==> config.mk <==
export PLATFORM = sky130hd
export DESIGN_NAME = hlc_queue
export DESIGN_NICKNAME = d
export VERILOG_FILES = /design/src/design/assert_macros.svh /design/src/design/hlc_pkg.sv /design/src/design/hlc_queue.sv
export SDC_FILE = /design/constraint.sdc
export NUM_CORES = 2
export LEC_CHECK = 0
export BUFFER_PORTS_ARGS = -buffer_cell sky130_fd_sc_hd__buf_2
export CAP_MARGIN = 40
export CORE_AREA = 2 2 481 483
export CTS_BUF_LIST = sky130_fd_sc_hd__clkbuf_16
export CTS_CLUSTER_DIAMETER = 30
export DETAILED_ROUTE_END_ITERATION = 16
export DIE_AREA = 0 0 483 485
export GPL_TIMING_DRIVEN = 0
export PLACE_DENSITY = 0.6
export SETUP_SLACK_MARGIN = 0.15
export SYNTH_ARGS = -nofsm -noshare
export SYNTH_HDL_FRONTEND = slang
export SYNTH_SLANG_ARGS = --single-unit
==> constraint.sdc <==
create_clock -name clk -period 29.8 [get_ports clk]
set_clock_uncertainty 0.1 [all_clocks]
set_input_delay 1.49 -clock clk [delete_from_list [all_inputs] [get_ports clk]]
set_output_delay 1.49 -clock clk [all_outputs]
set_load 0.01 [all_outputs]
==> src/design/assert_macros.svh <==
// Assertion macros used by the top-level RTL file.
`ifndef ASSERT_MACROS_SVH
`define ASSERT_MACROS_SVH
`ifndef ASSERT_OFF
`define ASSERT_ALWAYS(label, clk, rst_n, expr, msg) \
	label: assert property (@(posedge clk) disable iff (!rst_n) (expr)) else $error(msg);
`define ASSERT_NEXT(label, clk, rst_n, ante, cons, msg) \
	label: assert property (@(posedge clk) disable iff (!rst_n) (ante) |=> (cons)) \
	else $error(msg);
`else
`define ASSERT_ALWAYS(label, clk, rst_n, expr, msg)
`define ASSERT_NEXT(label, clk, rst_n, ante, cons, msg)
`endif
`endif

==> src/design/hlc_pkg.sv <==
// Types and constants of the line clipper.
package hlc_pkg;
	localparam int FRAC_BITS = 16;
	localparam int COORD_W = 32;
	localparam int SCREEN_W = 14;
	localparam int PIX_W = 30;
	localparam int NPLANE = 6;
	localparam int NUM_W = COORD_W + 1;
	localparam int DEN_W = COORD_W + 2;
	localparam int TR_W = COORD_W + 3;
	localparam int T_W = FRAC_BITS + 1;
	localparam int TSTEPS = FRAC_BITS + 1;
	localparam int NSTEPS = FRAC_BITS + 15;
	localparam int PROD_W = NUM_W + FRAC_BITS;
	localparam int SV_W = COORD_W + 2;
	localparam int PV_W = SV_W + SCREEN_W + 1;
	localparam int QDEPTH = 4;
	localparam int QAW = 2;

	typedef enum logic [1:0] {
		ST_VISIBLE = 2'd0,
		ST_CLIPPED = 2'd1,
		ST_WZERO = 2'd2,
		ST_NOSCREEN = 2'd3
	} status_t;

	typedef enum logic [0:0] {
		REG_WIDTH = 1'b0,
		REG_HEIGHT = 1'b1
	} reg_idx_t;

	typedef struct packed {
		logic signed [COORD_W-1:0] start_x;
		logic signed [COORD_W-1:0] start_y;
		logic signed [COORD_W-1:0] start_z;
		logic signed [COORD_W-1:0] start_w;
		logic signed [COORD_W-1:0] end_x;
		logic signed [COORD_W-1:0] end_y;
		logic signed [COORD_W-1:0] end_z;
		logic signed [COORD_W-1:0] end_w;
	} in_item_t;

	typedef struct packed {
		logic [1:0] status;
		logic [PIX_W-1:0] pixel_start_x;
		logic [PIX_W-1:0] pixel_start_y;
		logic [PIX_W-1:0] pixel_end_x;
		logic [PIX_W-1:0] pixel_end_y;
	} out_item_t;

	typedef struct packed {
		logic reject;
		logic [NPLANE-1:0] enter;
		logic [NPLANE-1:0] leave;
		logic [NPLANE-1:0][NUM_W-1:0] num;
		logic [NPLANE-1:0][DEN_W-1:0] den;
		logic [2:0][COORD_W-1:0] a;
		logic [2:0][COORD_W-1:0] b;
	} clip_t;
endpackage

==> src/design/hlc_queue.sv <==
// Short queue between the front end and the back end.
module hlc_queue (
	input logic clk,
	input logic arst_n,
	input logic push_valid,
	output logic push_ready,
	input hlc_pkg::clip_t push_data,
	output logic pop_valid,
	input logic pop_ready,
	output hlc_pkg::clip_t pop_data
);
	import hlc_pkg::*;

	clip_t mem_q [QDEPTH];
	logic [QAW-1:0] wr_q, rd_q;
	logic [QAW:0] cnt_q;
	logic push, pop;

	assign push_ready = cnt_q != (QAW+1)'(QDEPTH);
	assign pop_valid = cnt_q != '0;
	assign pop_data = mem_q[rd_q];
	assign push = push_valid && push_ready;
	assign pop = pop_valid && pop_ready;

	always_ff @(posedge clk or negedge arst_n) begin
		if (!arst_n) begin
			wr_q <= '0;
			rd_q <= '0;
			cnt_q <= '0;
		end else begin
			if (push) begin
				wr_q <= wr_q + 1'b1;
			end
			if (pop) begin
				rd_q <= rd_q + 1'b1;
			end
			if (push && !pop) begin
				cnt_q <= cnt_q + 1'b1;
			end else if (pop && !push) begin
				cnt_q <= cnt_q - 1'b1;
			end
		end
	end

	always_ff @(posedge clk) begin
		if (push) begin
			mem_q[wr_q] <= push_data;
		end
	end
endmodule

Word level (Yosys, flattened, before mapping)
Memories as Yosys holds them, arrays and structs flattened.
Index checks and enable logic that the tools add are counted.
{"block": "word_totals", "register_bits": 7, "ram_bits": 2428, "inputBits": 611, "out_inout_bits": 609, "wordCells": 21, "mem_count": 1}
{"block": "classes", "n_addsub": 4, "n_eq_ne": 1, "mux": 4, "reduce_logical": 8}
{"memory": "mem_q", "depth": 4, "word_bits": 607, "read_ports": 1, "rd_clocked_by_memory_dff": 0, "wr": 1, "line_no": "hlc_queue.sv:14", "source": "clip_t mem_q [QDEPTH];"}
{"operator": "3-bit two-way mux", "count": 2}
{"operator": "2-bit by 1-bit adder with 2-bit output (second input constant)", "count": 2}
{"operator": "1-bit logical AND", "count": 4}
{"operator": "3-bit by 1-bit adder with 3-bit output (second input constant)", "count": 1}
{"operator": "3-bit != test (second input constant)", "count": 1}
{"operator": "3-bit nonzero test", "count": 1}
{"operator": "3-bit by 1-bit subtractor with 3-bit output (second input constant)", "count": 1}
{"operator": "1-bit logical NOT", "count": 2}
{"operator": "1-bit two-way mux", "count": 2}
{"operator": "2-bit nonzero test", "count": 1}

Logic depth before layout (Yosys ltp)
{"block": "depth", "word_depth": 6, "depth_mapped": 8, "ltp_nobuf": 8}

Worst setup path after synthesis
No wires, ideal clock.
{"block": "synth_timing", "path_type": "input-to-reg", "startpoint": "in push_valid", "endpoint": "mem mem_q[0][0] in the netlist's numbering, enable pin", "setup_time_ns": 1.053, "arrival_ns": 15.564, "required_time_ns": 28.647, "setup_slack_ns": 13.083, "path_stages": 2, "path_buffers": 0, "cell_sequence": "a21boi_1 and2_1"}
{"block": "synth_via", "elab_chain_cells": 3}
{"element": "start, declared", "line_no": "hlc_queue.sv:5", "source": "input logic push_valid,"}
{"element": "1-bit logical AND", "line_no": "hlc_queue.sv:22", "source": "assign push = push_valid && push_ready;"}
{"element": "1-bit two-way mux", "line_no": "hlc_queue.sv:46", "source": "if (push) begin"}
{"element": "1-bit two-way mux (implied by the code)", "line_no": "hlc_queue.sv:47", "source": "mem_q[wr_q] <= push_data;"}
{"element": "end, declared", "line_no": "hlc_queue.sv:14"}
Every way passes these cells.

==> impl_metrics.yaml <==
power_and_ir_drop:
  p_leak_nw: 39.93
  power.ir.vdd_worst_mv: 0.07580
  finalPower_mw: 13.36
  powerDensity_mw_per_mm2: 116.2
yosys:
  mappedNetlistArea_mm2: 0.08778
  synth_area_leader_cell: "edfxtp_1"
  synth.net_count: 3823
  yosys_register_bits: 2435
  synth_cell_type_count: 21
  seq_area_frac_synth_pct: 83.26
  postSynthCellCount: 3206
  synth_warnings: 0
  synth_top_area_share_pct: 83.06
  avgSynthCellArea_um2: 27.38
  synthTopCellsByArea: "edfxtp_1 (83%), mux4_2 (16%), buf_4 (0.46%), buf_2 (0.28%), dfrtp_1 (0.20%)"
die:
  chipWidth_um: 483
  io_pins: 1220
  dieArea_mm2: 0.2343
  row_count: 176
  initial_core_util_pct: 38.33
  core_mm2: 0.2290
  die_y_um: 485
placement:
  dp.cells: 7512
  io_buffer_count: 1219
  dpl_cell_area_mm2: 0.09923
  pre_cts_ws_ns: 24.77
  dpl.hpwl_mm: 165.5
  globalplace.congestion: 0.8007
grt:
  grt_pass1_wl_mm: 333.1
  antenna_found_initial: 179
  grt_overflow_total: 0
  grt_max_degree: 53
  grt_pass1_vias: 44940
  grt_util_all_layers_pct: 19.99
setup_path:
  r2r-start: "cnt_q[0]$_DFFE_PN0P_"
  crit_type: "reg -> out"
  rrSetupSlack_ns: 25.96
  crit_required_ns: 28.21
  ff2ff_path_depth: 8
  crit_fanout: 10
  r2r-end: "mem_q[0][202]$_DFFE_PP_"
  startpoint_type: "register"
  crit_arrival_ns: 3.89
  endpoint_kind: "output pin"
drt:
  drcViolationCount: 0
  initialDrtViolationCount: 3207
  vias_per_cell: 5.107
  wirelength_mm: 237.3
  firstDrtPassIters: 5
  vias: 43010
  wl_per_cell_um: 28.18
  antenna_left: 0
clock_network:
  cts_tree: "done"
  h-tree-depth: 5
  clock_latency_ns: 0.95
  clockRootBuffer: "clkbuf_16"
  cts_buffers: 457
  postCtsSetupBuffers: 0
  cts.sinks: 2435
  cts_buffer_depth: 4
  ctsHoldBuffers: 0
  clk_pin_slew_ns: 0.04
  cts_resized: 0
layout:
  finalNetCount: 5562
  finalInstanceArea_mm2: 0.1149
  area_growth_pct: 30.91
  instances_no_fill: 8421
  utilization_pct: 50.18
  drive_above_1_share_pct: 50.85
  fill_cells: 18130
sta:
  min_period_over_period_pct: 18.38
  maxSlewViolCount: 0
  max_freq_ghz: 0.1825
  fin_tns_setup_ns: 0
  slew_headroom_pct: 44.10
  tightest_slew_ns: 0.8385
  finalSetupViolCount: 0
  worst_slack_ns: 24.32
  rsz0062_at_grt: "no"
  hold_viol_final: 0
  hold_slack_ns: 0.2668
  period_needed_ns: 5.478
run_status:
  status: "finished, final reports clean"
min_path:
  hold_class: "in -> async"
run:
  drv_cap: 0
-- cell families (layout without fill, tap and decap cells) --
| group | after synthesis | after routing | share of synthesized area [%] |
|---|---|---|---|
| DFF | 2435 | 2435 | 83.26 |
| AOI/OAI and AO/OA | 1 | 1 | 0.008555 |
| muxes | 609 | 609 | 15.60 |
| xor gates and xnor gates | 6 | 6 | 0.05986 |
| buffers and inverters | 139 | 2245 | 0.9222 |
| other | 0 | 83 | 0 |
| and+or+nand+nor | 10 | 10 | 0.05844 |
| adders and majority gates | 6 | 6 | 0.09407 |
-- cell usage after synthesis --
| library cell | count |
|---|---|
| edfxtp_1 | 2428 |
| mux4_2 | 607 |
| buf_4 | 54 |
| buf_2 | 49 |
| buf_1 | 18 |
| clkbuf_1 | 11 |
| dfrtp_1 | 7 |
| ha_1 | 5 |
| and2_1 | 4 |
| xnor2_1 | 4 |
| buf_6 | 3 |
| inv_1 | 3 |
| mux2_2 | 2 |
| nand2_1 | 2 |
| nor2_1 | 2 |
| xor2_1 | 2 |
| a21boi_1 | 1 |
| clkbuf_2 | 1 |
| fa_1 | 1 |
| nand3_1 | 1 |
| or3_1 | 1 |
-- worst max path at each step --
| stage | start | to | slack (ns) | cells past startpoint |
|---|---|---|---|---|
| floorplan | push_valid | mem_q[0][0]$_DFFE_PP_ | 13.08 | 2 |
| global placement | push_valid | mem_q[1][365]$_DFFE_PP_ | -0.01 | 3 |
| detailed placement | push_valid | mem_q[1][423]$_DFFE_PP_ | 24.77 | 8 |
| CTS | rd_q[1]$_DFFE_PN0P_ | pop_data[480] | 23.93 | 6 |
| global route | rd_q[1]$_DFFE_PN0P_ | pop_data[480] | 24.03 | 6 |
| finish | rd_q[1]$_DFFE_PN0P_ | pop_data[480] | 24.32 | 6 |
-- placed cells by master, fill, tap and decap left out, types with 7 or more instances in the layout --
cell	n
diode_2	83
clkinv_2	76
buf_4	54
clkbuf_1	11
clkinv_1	79
buf_12	10
inv_1	49
buf_16	47
clkbuf_16	458
dfrtp_1	7
mux4_2	607
buf_2	1268
edfxtp_1	2428
inv_6	16
bufinv_16	77
clkinv_4	26
buf_1	18
clkinvlp_4	39
-- cell type report --
| class | count | area, um^2 | area share, % |
|---|---|---|---|
| Sequential cell | 2435 | 73090 | 63.60 |
| Multi-Input combinational cell | 632 | 13900 | 12.09 |
| Clock buffer | 458 | 11460 | 9.973 |
| Timing Repair Buffer | 1280 | 7647 | 6.655 |
| Clock inverter | 368 | 4025 | 3.503 |
| Tap cell | 3026 | 3786 | 3.295 |
| Buffer | 136 | 798.3 | 0.6946 |
| Antenna cell | 83 | 207.7 | 0.1807 |
| Inverter | 3 | 11.26 | 0.009799 |
-- metal layers --
metal  up-vias  routed length [um]  global-route usage (%)
li1      17870                   -                       -
met1     22570               84620                   22.68
met2      1862              117000                   32.76
met3       590               26820                   9.532
met4       116                8079                   7.488
met5         -                 745                       0
-- report_power, final --
group	leakage [nW]	internal [mW]	switching, mW
Sequential	22.3	4.52	0.121
Combinational	9.94	1.45	2.16
Clock	7.67	3.44	1.67
Total	39.9	9.41	3.95
-- sequential cells by signal, indices dropped and copies added, names as in the netlist --
register	cells
cnt_q	3
mem_q	2428
rd_q	2
wr_q	2
-- worst max-delay path, cell delays in order (launching register included) --
cell	delay [ns]
dfrtp_1	0.31
buf_2	0.43
buf_2	0.54
buf_2	0.48
buf_2	0.41
mux4_2	0.51
buf_2	0.20
No activity file was read; power rests on OpenSTA's default activity.
