[src/design/assert_macros.svh]
// Assertion macros used by the top-level RTL file.
`ifndef ASSERT_MACROS_SVH
`define ASSERT_MACROS_SVH
`ifndef ASSERT_OFF
`define ASSERT_ALWAYS(label, clk, rst_n, expr, msg) \
	label: assert property (@(posedge clk) disable iff (!rst_n) (expr)) else $error(msg);
`define ASSERT_NEXT(label, clk, rst_n, ante, cons, msg) \
	label: assert property (@(posedge clk) disable iff (!rst_n) (ante) |=> (cons)) \
	else $error(msg);
`else
`define ASSERT_ALWAYS(label, clk, rst_n, expr, msg)
`define ASSERT_NEXT(label, clk, rst_n, ante, cons, msg)
`endif
`endif

[src/design/hlc_pkg.sv]
// Types and constants of the line clipper.
package hlc_pkg;
	localparam int FRAC_BITS = 16;
	localparam int COORD_W = 32;
	localparam int SCREEN_W = 14;
	localparam int PIX_W = 30;
	localparam int NPLANE = 6;
	localparam int NUM_W = COORD_W + 1;
	localparam int DEN_W = COORD_W + 2;
	localparam int TR_W = COORD_W + 3;
	localparam int T_W = FRAC_BITS + 1;
	localparam int TSTEPS = FRAC_BITS + 1;
	localparam int NSTEPS = FRAC_BITS + 15;
	localparam int PROD_W = NUM_W + FRAC_BITS;
	localparam int SV_W = COORD_W + 2;
	localparam int PV_W = SV_W + SCREEN_W + 1;
	localparam int QDEPTH = 4;
	localparam int QAW = 2;

	typedef enum logic [1:0] {
		ST_VISIBLE = 2'd0,
		ST_CLIPPED = 2'd1,
		ST_WZERO = 2'd2,
		ST_NOSCREEN = 2'd3
	} status_t;

	typedef enum logic [0:0] {
		REG_WIDTH = 1'b0,
		REG_HEIGHT = 1'b1
	} reg_idx_t;

	typedef struct packed {
		logic signed [COORD_W-1:0] start_x;
		logic signed [COORD_W-1:0] start_y;
		logic signed [COORD_W-1:0] start_z;
		logic signed [COORD_W-1:0] start_w;
		logic signed [COORD_W-1:0] end_x;
		logic signed [COORD_W-1:0] end_y;
		logic signed [COORD_W-1:0] end_z;
		logic signed [COORD_W-1:0] end_w;
	} in_item_t;

	typedef struct packed {
		logic [1:0] status;
		logic [PIX_W-1:0] pixel_start_x;
		logic [PIX_W-1:0] pixel_start_y;
		logic [PIX_W-1:0] pixel_end_x;
		logic [PIX_W-1:0] pixel_end_y;
	} out_item_t;

	typedef struct packed {
		logic reject;
		logic [NPLANE-1:0] enter;
		logic [NPLANE-1:0] leave;
		logic [NPLANE-1:0][NUM_W-1:0] num;
		logic [NPLANE-1:0][DEN_W-1:0] den;
		logic [2:0][COORD_W-1:0] a;
		logic [2:0][COORD_W-1:0] b;
	} clip_t;
endpackage

[src/design/hlc_front.sv]
// Front end: accepts segments and forms plane values and crossing classes.
module hlc_front (
	input logic clk,
	input logic arst_n,
	input logic in_valid,
	output logic in_ready,
	input hlc_pkg::in_item_t in_data,
	output logic push_valid,
	input logic push_ready,
	output hlc_pkg::clip_t push_data
);
	import hlc_pkg::*;

	logic v_s1;
	clip_t ent_s1;
	clip_t ent_d;

	assign in_ready = !v_s1 || push_ready;
	assign push_valid = v_s1;
	assign push_data = ent_s1;

	always_comb begin : c_class
		logic [NUM_W-1:0] x0, y0, z0, w0, x1, y1, z1, w1;
		logic [NPLANE-1:0][NUM_W-1:0] fa, fb;
		logic [NUM_W-1:0] ma, mb;
		x0 = {in_data.start_x[COORD_W-1], in_data.start_x};
		y0 = {in_data.start_y[COORD_W-1], in_data.start_y};
		z0 = {in_data.start_z[COORD_W-1], in_data.start_z};
		w0 = {in_data.start_w[COORD_W-1], in_data.start_w};
		x1 = {in_data.end_x[COORD_W-1], in_data.end_x};
		y1 = {in_data.end_y[COORD_W-1], in_data.end_y};
		z1 = {in_data.end_z[COORD_W-1], in_data.end_z};
		w1 = {in_data.end_w[COORD_W-1], in_data.end_w};
		fa[0] = x0 + w0; fb[0] = x1 + w1;
		fa[1] = w0 - x0; fb[1] = w1 - x1;
		fa[2] = y0 + w0; fb[2] = y1 + w1;
		fa[3] = w0 - y0; fb[3] = w1 - y1;
		fa[4] = z0; fb[4] = z1;
		fa[5] = w0 - z0; fb[5] = w1 - z1;
		ent_d.reject = 1'b0;
		for (int p = 0; p < NPLANE; p++) begin
			ma = fa[p][NUM_W-1] ? NUM_W'(-fa[p]) : fa[p];
			mb = fb[p][NUM_W-1] ? NUM_W'(-fb[p]) : fb[p];
			ent_d.reject = ent_d.reject | (fa[p][NUM_W-1] & fb[p][NUM_W-1]);
			ent_d.enter[p] = fa[p][NUM_W-1] & !fb[p][NUM_W-1];
			ent_d.leave[p] = !fa[p][NUM_W-1] & fb[p][NUM_W-1];
			ent_d.num[p] = ma;
			ent_d.den[p] = DEN_W'(ma) + DEN_W'(mb);
		end
		ent_d.a[0] = in_data.start_x;
		ent_d.a[1] = in_data.start_y;
		ent_d.a[2] = in_data.start_w;
		ent_d.b[0] = in_data.end_x;
		ent_d.b[1] = in_data.end_y;
		ent_d.b[2] = in_data.end_w;
	end

	always_ff @(posedge clk or negedge arst_n) begin
		if (!arst_n) begin
			v_s1 <= 1'b0;
		end else if (in_ready) begin
			v_s1 <= in_valid;
		end
	end

	always_ff @(posedge clk) begin
		if (in_ready && in_valid) begin
			ent_s1 <= ent_d;
		end
	end
endmodule

[config.mk]
export PLATFORM = sky130hd
export DESIGN_NAME = hlc_front
export DESIGN_NICKNAME = d
export VERILOG_FILES = /design/src/design/assert_macros.svh /design/src/design/hlc_pkg.sv /design/src/design/hlc_front.sv
export SDC_FILE = /design/constraint.sdc
export NUM_CORES = 2
export LEC_CHECK = 0
export ABC_AREA = 1
export ABC_CLOCK_PERIOD_IN_PS = 30600
export BUFFER_PORTS_ARGS = -buffer_cell sky130_fd_sc_hd__buf_2
export CAP_MARGIN = 20
export CORE_AREA = 2 2 338 340
export DETAILED_ROUTE_END_ITERATION = 8
export DIE_AREA = 0 0 340 342
export PLACE_DENSITY = 0.85
export RECOVER_POWER = 25
export SLEW_MARGIN = 20
export SYNTH_ARGS = -nofsm -noshare
export SYNTH_HDL_FRONTEND = slang
export SYNTH_SLANG_ARGS = --single-unit
[constraint.sdc]
create_clock -name clk -period 30.6 [get_ports clk]
set_clock_uncertainty 0.2 [all_clocks]
set_input_delay 0 -clock clk [delete_from_list [all_inputs] [get_ports clk]]
set_output_delay 0 -clock clk [all_outputs]
set_load 0.02 [all_outputs]
Yosys cells after proc, flatten, opt, wreduce, memory -nomap -nowiden
Cells that the tools add are included.

Flip-flop bits (word level): 608. Bits of input ports: 260. Output and inout port bits: 609. Word-level logic and storage cells: 100.

$add $sub $neg: 28. Multiplexer cells: 12. Bitwise gates (word level): 23. Reduce and logical (&&, ||, !) cells: 15.

Operators by type and width (number): $mux W33 (12); $neg A33 Y33 (12); $add A33 B33 Y34 (6); $sub A32 B32 Y33 (6); $add A32 B32 Y33 (4); $and A1 B1 Y1 (18); $logic_not A1 Y1 (13); $or A1 B1 Y1 (5); $logic_and A1 B1 Y1 (1); $logic_or A1 B1 Y1 (1).

Depth between registers and ports, before layout
Depth after elaboration: 7. Gate-level depth with buffers: 42. Depth with buffers taken out: 42.

Least setup slack after synthesis
Ideal clock, no wire load.

Path type: reg-to-reg. From: register v_s1, in the netlist push_valid. To: register ent_s1 (netlist bit push_data[0]), enable pin. Library setup time: 1778 ps. Arrival time: 29411 ps. Required time: 28622 ps. Slack: -789 ps. Stages on the path, launching flop included: 2. Buffers on the path: 0. Clock period less this slack: 31389 ps. Cells stage by stage: dfrtp_1 a21oi_1.

Word-level cells in the longest chain between the ends: 3.

Ends and longest elaborated chain: start: declaration (line hlc_front.sv:14) `logic v_s1;`; start signal: assignment (line hlc_front.sv:62) `v_s1 <= in_valid;`; $logic_not A1 Y1 (line hlc_front.sv:18) `assign in_ready = !v_s1 || push_ready;`; $logic_or A1 B1 Y1 (line hlc_front.sv:18); $logic_and A1 B1 Y1 (line hlc_front.sv:67) `if (in_ready && in_valid) begin`; end signal: assignment (line hlc_front.sv:68) `ent_s1 <= ent_d;`; end: declaration (line hlc_front.sv:15) `clip_t ent_s1;`.

No other way between the ends. A chain may end at the register's enable or synchronous reset.

==> results.toml <==
[run_status]
status = "completed"

[cts]
cts-hold-fix-buffers = 386
post_cts_resized = 0
htree_levels = 3
cts_tree = "yes"
cts_setup_buffers = 0
cts_buffers = 69
cts_buffer_depth = 3
clockRootBuffer = "clkbuf_16"
cts.clk_slew.worst_paths_ns = 0.07
cts_sinks = 605
insertion_delay_ns = 0.68

[worst_hold_path]
whs_endpoint = "push_data[347]"
min_path_type = "in2reg"
hp-start = "in_data[51]"
hold_depth = 5

[drt]
drt.antenna.violating_nets = 0
route.detailed.drc = 0
firstDrtPassIters = 9
drt_wl_total_um = 248000
wire_per_inst_um = 24.0
post_drt_via_cell_ratio = 5.69
drt_iter0_markers = 5436
vias = 59000

[die]
die_h_um = 342
die_w_um = 340
die_area_mm2 = 0.116
start_util_pct = 50.2
ios = 869
num_rows = 124
core_area_mm2 = 0.113

[final_layout]
instances_no_fill = 10400
fin_util_pct = 60.3
drive_above_1_share_pct = 8.70
syn_to_final_growth_pct = 20.1
final.fill_count = 10200
fin_nets = 9587

[yosys]
synthTopCellsByArea = "edfxtp_1 (32%), ha_1 (12%), nand2_1 (11%), xor2_1 (8.6%), inv_1 (7.5%)"
synth_cells = 7550
synth_area_mm2 = 0.0568
synth.most_common_cell = "nand2_1"
synth_commonest_cells = "nand2_1 (1614), inv_1 (1136), nor2_1 (786)"
synth_ff_type = "edfxtp_1"
yosysTopAreaCellShare_pct = 31.9
synth_edf_count = 604
yosys.cell_types.count = 69
ys_ff_latch = 605
syn_avg_cell_area_um2 = 7.52
yosysWarnings = 0
synth_top_area_cell = "edfxtp_1"
ys_seq_area_share_pct = 32.0
async_reset_ff_share_pct = 0.165

[grt]
busiest_layer = "met2"
grt_max_degree = 81
grt_util_met3_pct = 9.10
grt_pass1_vias = 57300
antenna_found_initial = 34
grt.met2_usage_pct = 66.5
grt_pass1_wl_um = 356000
global_route.overflow_total = 0
grt_usage_pct = 41.1
grtUsageMet1_pct = 47.0

[worst_setup_path]
rr_worst_depth = 5
cp-start-kind = "primary input"
worstReg2RegEnd = "push_data[364]"
reg2reg_from = "push_valid"
slowest_delay_ns = 0.62
critPathTopFamily = "buffers and inverters"
crit_slowest_cell = "clkbuf_1"
cp_num_buf_inv = 8
r2r_slack_ns = 25.75
cpMostUsedCell = "nand2_1"
critPathArrivalTime_ns = 7.87
cp-end-kind = "flip-flop"
crit_fanout = 20
crit_type = "in2reg"
cp.required_ns = 30.83

[placement]
place_inst = 9836
portBuffers = 868
dp_hpwl_um = 201000
place.gp.congestion = 1.08
pre_cts_ws_ns = 23.52

[sta]
fin_ws_ns = 22.97
hold_viol = 0
layout_min_cycle_time_ns = 7.63
slew_violations = 0
tns_ns = 0
fin_crit_sh_pct = 24.9
setup_viol = 0
fmax_mhz = 131
relSlewSlack_pct = 19.8
tightest_slew_ns = 1.19
rsz0062_at_grt = "no"

[power_and_ir_drop]
power_mw = 5.19
powerDensity_mw_per_mm2 = 76.1
p_leak_nw = 32.3
ir_drop_mv = 0.0644

[flow_run]
drv_cap = 0
## worst max path at each step
stage / depth (start not counted) / slack (ns) / endpoint / start
floorplan: 2 / 12.21 / push_data[0] / push_ready
global route: 35 / 22.50 / push_data[393] / in_data[129]
global placement: 34 / 23.71 / push_data[393] / in_data[1]
detailed placement: 30 / 23.52 / push_data[394] / in_data[1]
CTS: 31 / 23.66 / push_data[394] / in_data[1]
finish: 39 / 22.97 / push_data[293] / in_data[1]
## power breakdown
part           switching (mW)  leakage, nW  internal (mW)
clock network           0.380         1.06          0.467
registers               0.101         5.77           1.24
logic                    2.09         25.4          0.912
total                    2.57         32.3           2.62
## state kept, by name, indices dropped and copies added (netlist names)
signal	cells
push_data	604
push_valid	1
## through the flow
step | cell area [um2] | hold slack (ns)
floorplan | 56800 | -0.496
global placement | 62600 | -0.423
detailed placement | 62600 | -0.425
CTS | 68700 | 0.000971
global route | 68200 | 0.0546
finish | 68200 | 0.0483
## per-layer routing
layer,vias to the layer above,routed length [um]
met5,-,79
met1,27300,90200
li1,27400,-
met2,3393,111000
met3,906,23500
met4,12,23800
## cells in the final DEF, fill, tap and decap left out, types with 10 or more instances in the layout
master and instances:
nand3_2 15, clkinv_1 14, o21ai_1 56, nand3_1 382, dlygate4sd3_1 387, nand2_2 45
a21oi_2 23, a21boi_1 12, clkbuf_16 70, ha_1 529, o21a_1 18, nor3_2 10
nand2_1 1614, nor3_1 109, fa_1 16, o21bai_1 39, nor4_1 54, a21o_1 40
a21oi_1 561, inv_2 38, o21ai_0 271, a31oi_1 48, inv_1 1136, nand4_1 121
xnor2_1 124, a21boi_0 19, o211ai_1 20, nand3b_1 21, edfxtp_1 604, nor2_1 786
buf_4 25, buf_2 419, nor2_2 32, diode_2 22, xor2_1 554, xor2_2 15
clkbuf_1 460
## cells by family after synthesis
logic type | count (synthesis) | share of synthesized area, %
AO/OA/AOI/OAI | 1177 | 11.8
buffers and inverters | 1303 | 8.93
flip-flops | 605 | 32.0
XOR/XNOR | 693 | 10.9
adder cells (fa/ha/maj) | 545 | 12.2
AND/OR/NAND/NOR | 3225 | 24.2
other | 1 | 0.00660
multiplexers | 1 | 0.0176
## final cells by class
class | instances | area (um2) | area share [%]
flip-flops and latches | 605 | 18200 | 26.6
clock inverters | 41 | 417 | 0.611
multi-input cells | 5644 | 33600 | 49.3
clock buffers | 80 | 1790 | 2.62
diodes | 22 | 55.1 | 0.0807
well taps | 1512 | 1890 | 2.77
inverters | 1181 | 4440 | 6.50
repair buffers | 1281 | 7850 | 11.5
## worst reg2reg max path, cell delays in order, from the launching register on
cell and delay [ns]:
dfrtp_1 0.43, a21oi_4 0.42, buf_4 0.69, buf_4 0.78, buf_4 0.85, buf_4 0.98
Note: power is estimated with default switching activity, not from simulation.
